**src/sv/tx_alc_guard_assert.svh**
```systemverilog
// assertion macros for the transmit guard
`ifndef TX_ALC_GUARD_ASSERT_SVH
`define TX_ALC_GUARD_ASSERT_SVH
`define TAG_ASSERT_IMP(lbl, clk, rstn, a, c) \
    lbl: assert property (@(posedge clk) disable iff (!rstn) (a) |-> (c)) \
    else $error("%m: lbl");
`define TAG_ASSERT_NEXT(lbl, clk, rstn, a, c) \
    lbl: assert property (@(posedge clk) disable iff (!rstn) (a) |=> (c)) \
    else $error("%m: lbl");
`endif

```
**src/sv/tag_pkg.sv**
```systemverilog
`timescale 1ns / 1ps
package tag_pkg;
    localparam int TIME_BITS = 32;
    localparam int IN_BITS = 96;
    localparam int OUT_BITS = 32;
    localparam logic [16:0] GAIN_UP_Q16 = 17'd92682;
    localparam logic [16:0] GAIN_DOWN_Q16 = 17'd46341;

    typedef enum logic [2:0] {
        ACT_BEGIN = 3'd0,
        ACT_ACK   = 3'd1,
        ACT_AUDIO = 3'd2,
        ACT_TICK  = 3'd3,
        ACT_METER = 3'd4
    } action_t;

    typedef enum logic [1:0] {
        OUT_NONE  = 2'd0,
        OUT_TRIP  = 2'd1,
        OUT_RED   = 2'd2,
        OUT_CALIB = 2'd3
    } outcome_t;

    typedef enum logic [3:0] {
        TRIP_NONE      = 4'd0,
        TRIP_FAULT     = 4'd1,
        TRIP_CANCEL    = 4'd2,
        TRIP_METER_TO  = 4'd3,
        TRIP_ALC_PERS  = 4'd4,
        TRIP_CAL_TO    = 4'd5,
        TRIP_NO_AUDIO  = 4'd6,
        TRIP_BAD_METER = 4'd7,
        TRIP_RF        = 4'd8,
        TRIP_COMP      = 4'd9,
        TRIP_ALC_EXC   = 4'd10,
        TRIP_CAL_GAIN  = 4'd11,
        TRIP_ALC_MIN   = 4'd12
    } trip_t;

    typedef enum logic [2:0] {
        REG_MIN_GAIN  = 3'd0,
        REG_CAL_GAIN  = 3'd1,
        REG_MAX_GAIN  = 3'd2,
        REG_REDUCE    = 3'd3,
        REG_STOP      = 3'd4,
        REG_METER_TO  = 3'd5
    } reg_idx_t;

    typedef struct packed {
        logic [2:0]           action;
        logic [TIME_BITS-1:0] now;
        logic                 sid_nz;
        logic                 calibrate;
        logic                 fault;
        logic                 cancel;
        logic                 meter_ok;
        logic [9:0]           alc;
        logic                 comp_nz;
        logic                 rf_nz;
    } event_t;

    typedef struct packed {
        logic       accepted;
        logic [1:0] outcome;
        logic [3:0] trip_code;
        logic [15:0] gain;
        logic       running;
        logic       latched;
        logic       calib;
        logic       close_s;
    } result_t;

    // now >= t && now - t >= k
    function automatic logic age_ge(input logic [TIME_BITS-1:0] now,
                                    input logic [TIME_BITS-1:0] t,
                                    input logic [TIME_BITS-1:0] k);
        logic [TIME_BITS-1:0] d;
        d = now - t;
        return (now >= t) && (d >= k);
    endfunction
endpackage

```
**src/sv/tag_front.sv**
```systemverilog
`timescale 1ns / 1ps
module tag_front (
    input  logic                        aclk,
    input  logic                        aresetn,
    input  logic                        s_tvalid,
    output logic                        s_tready,
    input  logic [tag_pkg::IN_BITS-1:0] s_tdata,
    output logic                        q_valid,
    input  logic                        q_ready,
    output tag_pkg::event_t             q_event
);
    // two entry queue
    tag_pkg::event_t mem_reg [2];
    logic            wr_ptr_reg, wr_ptr_next;
    logic            rd_ptr_reg, rd_ptr_next;
    logic [1:0]      cnt_reg, cnt_next;
    tag_pkg::event_t ev;
    logic            push, pop;

    always_comb begin
        ev.action    = s_tdata[2:0];
        ev.now       = s_tdata[34:3];
        ev.sid_nz    = |s_tdata[50:35];
        ev.calibrate = s_tdata[51];
        ev.fault     = s_tdata[52];
        ev.cancel    = s_tdata[53];
        ev.meter_ok  = s_tdata[54];
        ev.alc       = s_tdata[64:55];
        ev.comp_nz   = |s_tdata[74:65];
        ev.rf_nz     = |s_tdata[84:75];
    end

    assign s_tready = (cnt_reg != 2'd2);
    assign q_valid  = (cnt_reg != 2'd0);
    assign q_event  = mem_reg[rd_ptr_reg];
    assign push = s_tvalid && s_tready;
    assign pop  = q_valid && q_ready;

    always_comb begin
        wr_ptr_next = push ? ~wr_ptr_reg : wr_ptr_reg;
        rd_ptr_next = pop ? ~rd_ptr_reg : rd_ptr_reg;
        cnt_next    = cnt_reg + {1'b0, push} - {1'b0, pop};
    end

    always_ff @(posedge aclk) begin
        if (!aresetn) begin
            wr_ptr_reg <= 1'b0;
            rd_ptr_reg <= 1'b0;
            cnt_reg    <= 2'd0;
        end else begin
            wr_ptr_reg <= wr_ptr_next;
            rd_ptr_reg <= rd_ptr_next;
            cnt_reg    <= cnt_next;
        end
    end

    always_ff @(posedge aclk) begin
        if (push) begin
            mem_reg[wr_ptr_reg] <= ev;
        end
    end

    `include "tx_alc_guard_assert.svh"
    `TAG_ASSERT_IMP(a_no_overflow, aclk, aresetn, cnt_reg == 2'd2, !push)
    `TAG_ASSERT_NEXT(a_cnt_track, aclk, aresetn, push && !pop && cnt_reg == 2'd0, cnt_reg == 2'd1)
    `TAG_ASSERT_IMP(a_cnt_range, aclk, aresetn, 1'b1, cnt_reg != 2'd3)
endmodule

```
**src/sv/tag_back.sv**
```systemverilog
`timescale 1ns / 1ps
module tag_back (
    input  logic                aclk,
    input  logic                aresetn,
    input  logic                cfg_we,
    input  logic [2:0]          cfg_addr,
    input  logic [15:0]         cfg_wdata,
    input  logic                q_valid,
    output logic                q_ready,
    input  tag_pkg::event_t     q_event,
    output logic                m_tvalid,
    input  logic                m_tready,
    output logic [tag_pkg::OUT_BITS-1:0] m_tdata
);
    localparam int TB = tag_pkg::TIME_BITS;
    localparam int ST_STABLE = 0, ST_FIRST = 1, ST_LAST = 2, ST_HSINCE = 3,
        ST_RED = 4, ST_LHIGH = 5;

    logic [15:0] min_gain_reg, cal_gain_reg, max_gain_reg, tmo_reg;
    logic [9:0]  reduce_reg, stop_reg;

    logic        act_reg, act_next, latch_reg, latch_next, cal_reg, cal_next;
    logic [15:0] gain_reg, gain_next;
    logic [TB-1:0] start_reg, start_next, adj_reg, adj_next, mtime_reg, mtime_next;
    logic [TB-1:0] sv_reg [6];
    logic [TB-1:0] sv_next [6];
    logic [5:0]  sok_reg, sok_next;
    logic [3:0]  hc_reg, hc_next;
    logic        ov_reg;
    tag_pkg::result_t res_reg, res;

    // products computed ahead from the current gain
    logic [32:0] up_prod, dn_prod;
    logic [16:0] up_g, dn_g;
    assign up_prod = gain_reg * tag_pkg::GAIN_UP_Q16;
    assign dn_prod = gain_reg * tag_pkg::GAIN_DOWN_Q16;
    assign up_g = up_prod[32:16];
    assign dn_g = dn_prod[32:16];

    logic take;
    assign q_ready = !ov_reg || m_tready;
    assign take = q_valid && q_ready;

    always_comb begin
        logic [TB-1:0] now, ref_t, g0;
        logic first_ok, done, tick_trip, trip;
        logic [3:0] code;
        logic [1:0] oc;
        logic [15:0] g;
        now = q_event.now;
        act_next = act_reg; latch_next = latch_reg; cal_next = cal_reg;
        gain_next = gain_reg; start_next = start_reg; adj_next = adj_reg;
        mtime_next = mtime_reg; sok_next = sok_reg; hc_next = hc_reg;
        for (int i = 0; i < 6; i++) sv_next[i] = sv_reg[i];
        res = '0;
        trip = 1'b0; code = tag_pkg::TRIP_NONE; oc = tag_pkg::OUT_NONE;
        done = 1'b0; tick_trip = 1'b0; g = 16'd0; g0 = '0;
        first_ok = sok_reg[ST_FIRST];
        ref_t = sok_reg[ST_LAST] ? sv_reg[ST_LAST] : start_reg;
        if (act_reg) begin
            if (q_event.fault) begin tick_trip = 1'b1; code = tag_pkg::TRIP_FAULT; end
            else if (q_event.cancel) begin tick_trip = 1'b1; code = tag_pkg::TRIP_CANCEL; end
            else if (!tag_pkg::age_ge(now, mtime_reg, {{(TB-16){1'b0}}, tmo_reg}) == 1'b0
                     || now < mtime_reg) begin
                tick_trip = 1'b1; code = tag_pkg::TRIP_METER_TO;
            end else if (hc_reg >= 4'd3 && sok_reg[ST_HSINCE] &&
                         tag_pkg::age_ge(now, sv_reg[ST_HSINCE], TB'(1500))) begin
                tick_trip = 1'b1; code = tag_pkg::TRIP_ALC_PERS;
            end else if (cal_reg && tag_pkg::age_ge(now, start_reg, TB'(15000))) begin
                tick_trip = 1'b1; code = tag_pkg::TRIP_CAL_TO;
            end else if (tag_pkg::age_ge(now, ref_t, TB'(1500))) begin
                tick_trip = 1'b1; code = tag_pkg::TRIP_NO_AUDIO;
            end
        end
        unique case (q_event.action)
            tag_pkg::ACT_BEGIN: begin
                if (!act_reg && !latch_reg && q_event.sid_nz) begin
                    res.accepted = 1'b1;
                    act_next = 1'b1; cal_next = q_event.calibrate;
                    start_next = now; adj_next = now; mtime_next = now;
                    sok_next = '0; hc_next = '0;
                    for (int i = 0; i < 6; i++) sv_next[i] = '0;
                    if (q_event.calibrate) gain_next = cal_gain_reg;
                    else begin
                        g = (gain_reg < max_gain_reg) ? gain_reg : max_gain_reg;
                        gain_next = (g > min_gain_reg) ? g : min_gain_reg;
                    end
                end
            end
            tag_pkg::ACT_ACK: if (!act_reg) latch_next = 1'b0;
            tag_pkg::ACT_AUDIO: begin
                if (act_reg) begin
                    if (!sok_reg[ST_FIRST]) begin
                        sok_next[ST_FIRST] = 1'b1; sv_next[ST_FIRST] = now; adj_next = now;
                    end
                    sok_next[ST_LAST] = 1'b1; sv_next[ST_LAST] = now;
                end
            end
            tag_pkg::ACT_TICK: trip = tick_trip;
            tag_pkg::ACT_METER: begin
                if (act_reg) begin
                    if (!q_event.meter_ok) begin
                        trip = 1'b1; code = tag_pkg::TRIP_BAD_METER;
                    end else if (tick_trip) begin
                        trip = 1'b1;
                    end else begin
                        mtime_next = now;
                        if (cal_reg && q_event.rf_nz) begin
                            trip = 1'b1; code = tag_pkg::TRIP_RF;
                        end else if (q_event.comp_nz) begin
                            trip = 1'b1; code = tag_pkg::TRIP_COMP;
                        end else if (q_event.alc >= stop_reg) begin
                            trip = 1'b1; code = tag_pkg::TRIP_ALC_EXC;
                        end else if (cal_reg && (!first_ok ||
                                !tag_pkg::age_ge(now, sv_reg[ST_FIRST], TB'(600)) ||
                                !tag_pkg::age_ge(now, adj_reg, TB'(600)))) begin
                            sok_next[ST_HSINCE] = 1'b0; sok_next[ST_LHIGH] = 1'b0;
                            hc_next = '0; sok_next[ST_STABLE] = 1'b0;
                        end else if (q_event.alc < reduce_reg) begin
                            sok_next[ST_HSINCE] = 1'b0; sok_next[ST_LHIGH] = 1'b0;
                            hc_next = '0;
                            if (cal_reg) begin
                                if (!sok_reg[ST_LAST] || (now > sv_reg[ST_LAST] &&
                                        (now - sv_reg[ST_LAST]) > TB'(500))) begin
                                    sok_next[ST_STABLE] = 1'b0;
                                end else if (q_event.alc >= 10'd3) begin
                                    g0 = sok_reg[ST_STABLE] ? sv_reg[ST_STABLE] : now;
                                    if (!sok_reg[ST_STABLE]) begin
                                        sok_next[ST_STABLE] = 1'b1; sv_next[ST_STABLE] = now;
                                    end
                                    if (tag_pkg::age_ge(now, g0, TB'(1200)))
                                        oc = tag_pkg::OUT_CALIB;
                                end else begin
                                    sok_next[ST_STABLE] = 1'b0;
                                    if (gain_reg >= max_gain_reg) begin
                                        trip = 1'b1; code = tag_pkg::TRIP_CAL_GAIN;
                                    end else begin
                                        gain_next = (up_g < {1'b0, max_gain_reg}) ?
                                            up_g[15:0] : max_gain_reg;
                                        adj_next = now;
                                    end
                                end
                            end
                        end else begin
                            sok_next[ST_STABLE] = 1'b0;
                            g0 = sok_reg[ST_HSINCE] ? sv_reg[ST_HSINCE] : now;
                            if (!sok_reg[ST_HSINCE]) begin
                                sok_next[ST_HSINCE] = 1'b1; sv_next[ST_HSINCE] = now;
                            end
                            hc_next = hc_reg;
                            if (!sok_reg[ST_LHIGH] ||
                                    tag_pkg::age_ge(now, sv_reg[ST_LHIGH], TB'(200))) begin
                                if (hc_reg < 4'd15) hc_next = hc_reg + 4'd1;
                                sok_next[ST_LHIGH] = 1'b1; sv_next[ST_LHIGH] = now;
                            end
                            if (sok_reg[ST_RED] &&
                                    !tag_pkg::age_ge(now, sv_reg[ST_RED], TB'(400))) begin
                                done = 1'b1;
                            end else if (gain_reg <= min_gain_reg) begin
                                if (hc_next >= 4'd3 && tag_pkg::age_ge(now, g0, TB'(600))) begin
                                    trip = 1'b1; code = tag_pkg::TRIP_ALC_MIN;
                                end
                            end else begin
                                gain_next = (dn_g > {1'b0, min_gain_reg}) ?
                                    dn_g[15:0] : min_gain_reg;
                                adj_next = now;
                                sok_next[ST_RED] = 1'b1; sv_next[ST_RED] = now;
                                oc = tag_pkg::OUT_RED;
                                if (cal_reg) begin
                                    sok_next[ST_HSINCE] = 1'b0; sok_next[ST_LHIGH] = 1'b0;
                                    hc_next = '0;
                                end
                            end
                        end
                    end
                end
            end
            default: ;
        endcase
        if (trip) begin
            act_next = 1'b0; cal_next = 1'b0; latch_next = 1'b1;
            oc = tag_pkg::OUT_TRIP;
            res.trip_code = code; res.close_s = 1'b1;
            gain_next = gain_reg; adj_next = adj_reg; sok_next = sok_reg; hc_next = hc_reg;
            for (int i = 0; i < 6; i++) sv_next[i] = sv_reg[i];
            if (q_event.action == tag_pkg::ACT_METER && q_event.meter_ok && !tick_trip)
                mtime_next = now;
            else mtime_next = mtime_reg;
        end
        res.outcome = oc; res.gain = gain_next; res.running = act_next;
        res.latched = latch_next; res.calib = cal_next;
        if (done) res.outcome = tag_pkg::OUT_NONE;
    end

    always_ff @(posedge aclk) begin
        if (!aresetn) begin
            min_gain_reg <= 16'd16; cal_gain_reg <= 16'd1024; max_gain_reg <= 16'd32768;
            reduce_reg <= 10'd5; stop_reg <= 10'd10; tmo_reg <= 16'd1000;
        end else if (cfg_we) begin
            unique case (cfg_addr)
                tag_pkg::REG_MIN_GAIN: min_gain_reg <= cfg_wdata;
                tag_pkg::REG_CAL_GAIN: cal_gain_reg <= cfg_wdata;
                tag_pkg::REG_MAX_GAIN: max_gain_reg <= cfg_wdata;
                tag_pkg::REG_REDUCE:   reduce_reg <= cfg_wdata[9:0];
                tag_pkg::REG_STOP:     stop_reg <= cfg_wdata[9:0];
                tag_pkg::REG_METER_TO: tmo_reg <= cfg_wdata;
                default: ;
            endcase
        end
    end

    always_ff @(posedge aclk) begin
        if (!aresetn) begin
            act_reg <= 1'b0; latch_reg <= 1'b0; cal_reg <= 1'b0; gain_reg <= '0;
            start_reg <= '0; adj_reg <= '0; mtime_reg <= '0; sok_reg <= '0;
            hc_reg <= '0; ov_reg <= 1'b0;
        end else begin
            if (take) begin
                act_reg <= act_next; latch_reg <= latch_next; cal_reg <= cal_next;
                gain_reg <= gain_next; start_reg <= start_next; adj_reg <= adj_next;
                mtime_reg <= mtime_next; sok_reg <= sok_next; hc_reg <= hc_next;
            end
            if (take) ov_reg <= 1'b1;
            else if (m_tready) ov_reg <= 1'b0;
        end
    end

    always_ff @(posedge aclk) begin
        if (take) begin
            res_reg <= res;
            for (int i = 0; i < 6; i++) sv_reg[i] <= sv_next[i];
        end
    end

    assign m_tvalid = ov_reg;
    assign m_tdata = {5'd0, res_reg.close_s, res_reg.calib, res_reg.latched,
        res_reg.running, res_reg.gain, res_reg.trip_code, res_reg.outcome,
        res_reg.accepted};

    `include "tx_alc_guard_assert.svh"
    `TAG_ASSERT_IMP(a_trip_ends, aclk, aresetn, ov_reg && res_reg.close_s,
        !res_reg.running && res_reg.latched)
    `TAG_ASSERT_IMP(a_cal_needs_run, aclk, aresetn, ov_reg && res_reg.calib, res_reg.running)
    `TAG_ASSERT_NEXT(a_take_shows, aclk, aresetn, take, m_tvalid)
endmodule

```
**src/sv/tx_alc_guard.sv**
```systemverilog
`timescale 1ns / 1ps
// channel   direction  tdata fields (low bit up)
// s_        in         action, now_ms, session_id, calibrate, hdrm_fault,
//                      cancelled, meter_ok, alc, compression, rf_power
// m_        out        accepted, outcome, trip_code, drive_gain, running,
//                      latched_trip, in_calibration, close_session
// cfg       in         cfg_we, cfg_addr, cfg_wdata
// one request per cycle sustained while m_ takes results; the result registers at the
// edge its request leaves the two entry input queue
// reset is synchronous and clears queue, flags and registers to defaults
// a stalled m_ side holds one result; the queue keeps s_ taking two more
module tx_alc_guard (
    input  logic        aclk,
    input  logic        aresetn,
    input  logic        s_tvalid,
    output logic        s_tready,
    input  logic [95:0] s_tdata,  // action, now_ms, session_id, calibrate, hdrm_fault,
                                  // cancelled, meter_ok, alc, compression, rf_power
    output logic        m_tvalid,
    input  logic        m_tready,
    output logic [31:0] m_tdata,  // accepted, outcome, trip_code, drive_gain, running,
                                  // latched_trip, in_calibration, close_session
    input  logic        cfg_we,
    input  logic [2:0]  cfg_addr,
    input  logic [15:0] cfg_wdata
);
    logic            q_valid, q_ready;
    tag_pkg::event_t q_event;

    tag_front u_front (
        .aclk(aclk), .aresetn(aresetn), .s_tvalid(s_tvalid), .s_tready(s_tready),
        .s_tdata(s_tdata), .q_valid(q_valid), .q_ready(q_ready), .q_event(q_event)
    );

    tag_back u_back (
        .aclk(aclk), .aresetn(aresetn), .cfg_we(cfg_we), .cfg_addr(cfg_addr),
        .cfg_wdata(cfg_wdata), .q_valid(q_valid), .q_ready(q_ready),
        .q_event(q_event), .m_tvalid(m_tvalid), .m_tready(m_tready), .m_tdata(m_tdata)
    );
endmodule

```
**config.mk**
```make
export PLATFORM = sky130hd
export DESIGN_NAME = tx_alc_guard
export DESIGN_NICKNAME = d
export VERILOG_FILES = /design/src/sv/tag_pkg.sv /design/src/sv/tag_front.sv /design/src/sv/tag_back.sv /design/src/sv/tx_alc_guard.sv
export VERILOG_INCLUDE_DIRS = /design/src /design/src/sv
export SDC_FILE = /design/constraint.sdc
export NUM_CORES = 2
export LEC_CHECK = 0
export BUFFER_PORTS_ARGS = -buffer_cell sky130_fd_sc_hd__clkbuf_2
export CORE_ASPECT_RATIO = 2
export CORE_MARGIN = 2
export CORE_UTILIZATION = 60
export DETAILED_ROUTE_END_ITERATION = 12
export PLACE_DENSITY = 0.77
export SYNTH_ARGS = -nofsm -noshare
export SYNTH_HDL_FRONTEND = slang
export SYNTH_SLANG_ARGS = --single-unit
```
**constraint.sdc**
```tcl
create_clock -name aclk -period 32 [get_ports aclk]
set_input_delay 3.2 -clock aclk [delete_from_list [all_inputs] [get_ports aclk]]
set_output_delay 3.2 -clock aclk [all_outputs]
set_load 0.05 [all_outputs]
```
==> flow_summary_export.csv <==
group,metric,value,unit
outcome,status,"completed",
pwr,combPwrFrac,64.5,%
synth,ys_ff_latch,537,
cells_and_area,largest_register_ffs,192,
worst_setup_path,crit_arrival,10.48,ns
place,dpl.hpwl,139000,um
cells_and_area,nNetsFinal,6745,
global_routing,grt_overflow,0,
clock_network,cts_setup_buffers,0,
clock_network,cts-root-buf,"clkbuf_16",
synth,synth-compound-area-share,22.9,%
pwr,p_sw,2.19,mW
timing,fmax,0.0990,GHz
run,cap_violations,0,
clock_network,ctsHoldBuffers,0,
place,io_buffers,137,
drt,vias_per_cell,6.64,
timing,tightest_slew,1.35,ns
drt,ant_nets,0,
cells_and_area,fin_area,52800,um2
synth,synth_ff_type,"edfxtp_1",
die,core,81300,um2
drt,wl_met3,13800,um
die,boundaryPins,154,
die,num_rows,148,
worst_setup_path,crit_slowest_cell,"xnor2_1",
synth,synth-simple-area-share,18.0,%
worst_setup_path,startpoint_type,"flop",
worst_setup_path,path_class,"reg -> reg",
drt,vias,47000,
synth,synth_top_family_by_area,"compound AO/OA/AOI/OAI gates",
clock_network,clkLatencyLatePin,0.66,ns
synth,async_flop_share,0,%
worst_setup_path,worst-path-max-fanout,17,
timing,hold_viol_final,0,
drt,dr_wl_met2,86900,um
drt,m1WireLength,57700,um
global_routing,antenna_found_initial,5,
clock_network,cts_tree,"built",
pwr,irDropWorstVdd,78.5,uV
timing,maxSlewHeadroom,7.17,%
pwr,intPower,2.17,mW
synth,synth.distinct_cells,98,
worst_setup_path,endpoint_kind,"flop",
timing,timing.final.ws_setup,21.90,ns
timing,skew,0.0304,ns
place,placed_cells,6989,
cells_and_area,multi_input_area,32100,um2
clock_network,clock_sinks,537,
global_routing,grt_max_degree,88,
synth,synth_area_per_cell,8.30,um2
cells_and_area,stdcell_count,7087,
pwr,p_leak,21.6,nW
synth,synthCells,5921,
global_routing,global_route.usage.total,42.5,%
clock_network,cts_inserted_buffers,50,
drt,routed_wl,181000,um
min_path,hold_path.class,"reg -> reg",
timing,rsz0062_at_grt,"no",
worst_setup_path,max_stage_delay,0.81,ns
place,preCtsSetupSlack,22.16,ns
worst_setup_path,cp.required,32.38,ns
cells_and_area,register_area,14000,um2
synth,synth_edf_count,323,
timing,slew_violations,0,
timing,period_minus_slack,10.10,ns
clock_network,clk_pin_slew,0.07,ns
die,die_w,206,um
die,die_area,84400,um2
timing,fin_tns_setup,0,ns
place,place_area,51000,um2
die,die_h,409,um
place,gp_congestion,1.06,
pwr,pwr-share-seq,20.5,%
clock_network,cts_buffer_depth,3,
cells_and_area,fillers,7166,
drt,top_layer_used,"met5",
timing,setup_viol,0,
synth,synth-xor-area-share,2.48,%
synth,synth.mux.area_fraction,4.84,%
clock_network,htree_levels,2,
drt,first_iter_violations,3802,
pwr,p_per_area,82.6,nW/um2
synth,synth_warnings,0,
clock_network,cts-resized-gates,0,
drt,post_drt_wl_per_cell,25.6,um
drt,drt-pass1-iter-count,7,
cells_and_area,layout-drive-gt1-share,7.46,%
synth,yosysSeqAreaShare,28.5,%
global_routing,grt_pass1_vias,46700,
pwr,switching_share,50.3,%
global_routing,grt_pass1_wl,270000,um
synth,synthAdderAreaFrac,16.9,%
timing,period_share,31.6,%
drt,drc,0,
pwr,clkPwrFrac,15.0,%
die,floorplan.initialDensity,60.5,%
cells_and_area,area_delta_synth_final,7.43,%
synth,synth_area,49100,um2
path summary, 6_finish.rpt:
path	endpoint	cells past startpoint	slack, ns	from
worst max-delay path	u_back.m_tdata[16]$_DFFE_PP_	30	21.90	u_back.gain_reg[7]$_SDFFE_PN0P_
worst min-delay path	u_back.stop_reg[4]$_SDFFE_PN0P_	2	0.46	u_back.stop_reg[4]$_SDFFE_PN0P_
worst max register to register	u_back.m_tdata[16]$_DFFE_PP_	30	21.90	u_back.gain_reg[7]$_SDFFE_PN0P_
worst min register to register	u_back.stop_reg[4]$_SDFFE_PN0P_	2	0.46	u_back.stop_reg[4]$_SDFFE_PN0P_
worst max-delay path, delay by kind of cell, from the launching register on:
family	cells	cell delay, ns
adder cells (fa/ha/maj)	8	3.33
AO/OA/AOI/OAI	11	2.75
XOR/XNOR	1	0.81
flip-flops	1	0.79
multiplexers	1	0.32
AND/OR/NAND/NOR	5	1.53
buffers and inverters	4	0.29
power groups by stage:
stage / clock network [mW] / registers (mW) / logic [mW]
after detailed placement: 0 / 0.906 / 2.71
final: 0.654 / 0.894 / 2.81
after CTS: 0.655 / 0.892 / 2.73
after global placement: 0 / 0.904 / 2.68
after floorplan: 0 / 0.931 / 1.90
after global routing: 0.676 / 0.901 / 3.04
cell usage after synthesis, types with 80 or more instances:
library cell	instances	share of area (%)
edfxtp_1	323	20
nor3_1	111	1.1
nor2_1	474	3.6
mux2i_1	194	4.0
inv_1	584	4.5
a21o_1	121	1.8
clkbuf_1	163	1.2
nand2_1	582	4.4
a211oi_1	133	2.0
a21oi_1	483	4.9
o211ai_1	81	1.2
nand4_1	107	1.4
dfxtp_1	214	8.7
nand3_1	142	1.4
ha_1	582	15
o21ai_0	339	3.5
xnor2_1	80	1.4
kinds of logic after synthesis:
group                    after synthesis
AO/OA/AOI/OAI                       1725
AND/OR/NAND/NOR                     1850
XOR/XNOR                             139
other                                  1
adder cells (fa/ha/maj)              634
buffers and inverters                802
flip-flops                           537
multiplexers                         233
per-stage QoR:
| step | util, % | hold slack (ns) | power (mW) |
|---|---|---|---|
| 4_1_cts | 64.9 | 0.455 | 4.27 |
| 5_1_grt | 64.9 | 0.473 | 4.61 |
| 2_1_floorplan | - | 0.433 | 2.83 |
| 3_5_place_dp | 62.8 | 0.447 | 3.61 |
| 6_report | 64.9 | 0.456 | 4.36 |
| 3_3_place_gp | 62.8 | 0.443 | 3.58 |
layout make-up:
class | instances | area share [%]
Tap cell | 1050 | 2.49
Timing Repair Buffer | 229 | 2.61
Clock buffer | 57 | 2.44
Sequential cell | 537 | 26.5
Inverter | 587 | 4.18
Multi-Input combinational cell | 4586 | 60.9
Antenna cell | 4 | 0.0190
Clock inverter | 37 | 0.891
cells in the final DEF, fill, tap and decap left out, types with 39 or more instances in the layout:
| master | n |
|---|---|
| nand3_1 | 142 |
| inv_1 | 584 |
| a21oi_1 | 483 |
| nor4_1 | 50 |
| edfxtp_1 | 323 |
| a31oi_1 | 62 |
| nand4_1 | 107 |
| nor3_1 | 110 |
| nor2b_1 | 39 |
| buf_4 | 92 |
| xor2_1 | 59 |
| dfxtp_1 | 210 |
| xnor2_1 | 80 |
| o21a_1 | 76 |
| ha_1 | 582 |
| mux2_2 | 39 |
| a211oi_1 | 133 |
| and3_1 | 42 |
| a21o_1 | 121 |
| nor2_1 | 472 |
| clkbuf_2 | 137 |
| fa_1 | 52 |
| clkbuf_16 | 50 |
| o211ai_1 | 81 |
| nand2_1 | 581 |
| nand2b_1 | 76 |
| mux2i_1 | 193 |
| o21ai_0 | 339 |
metal layers:
| metal | vias to the layer above | global-route usage (%) |
|---|---|---|
| met5 | - | 0 |
| li1 | 21900 | - |
| met1 | 22100 | 40.3 |
| met3 | 879 | 9.08 |
| met2 | 2127 | 73.0 |
| met4 | 2 | 43.4 |
(Power assumes the default switching activity.)
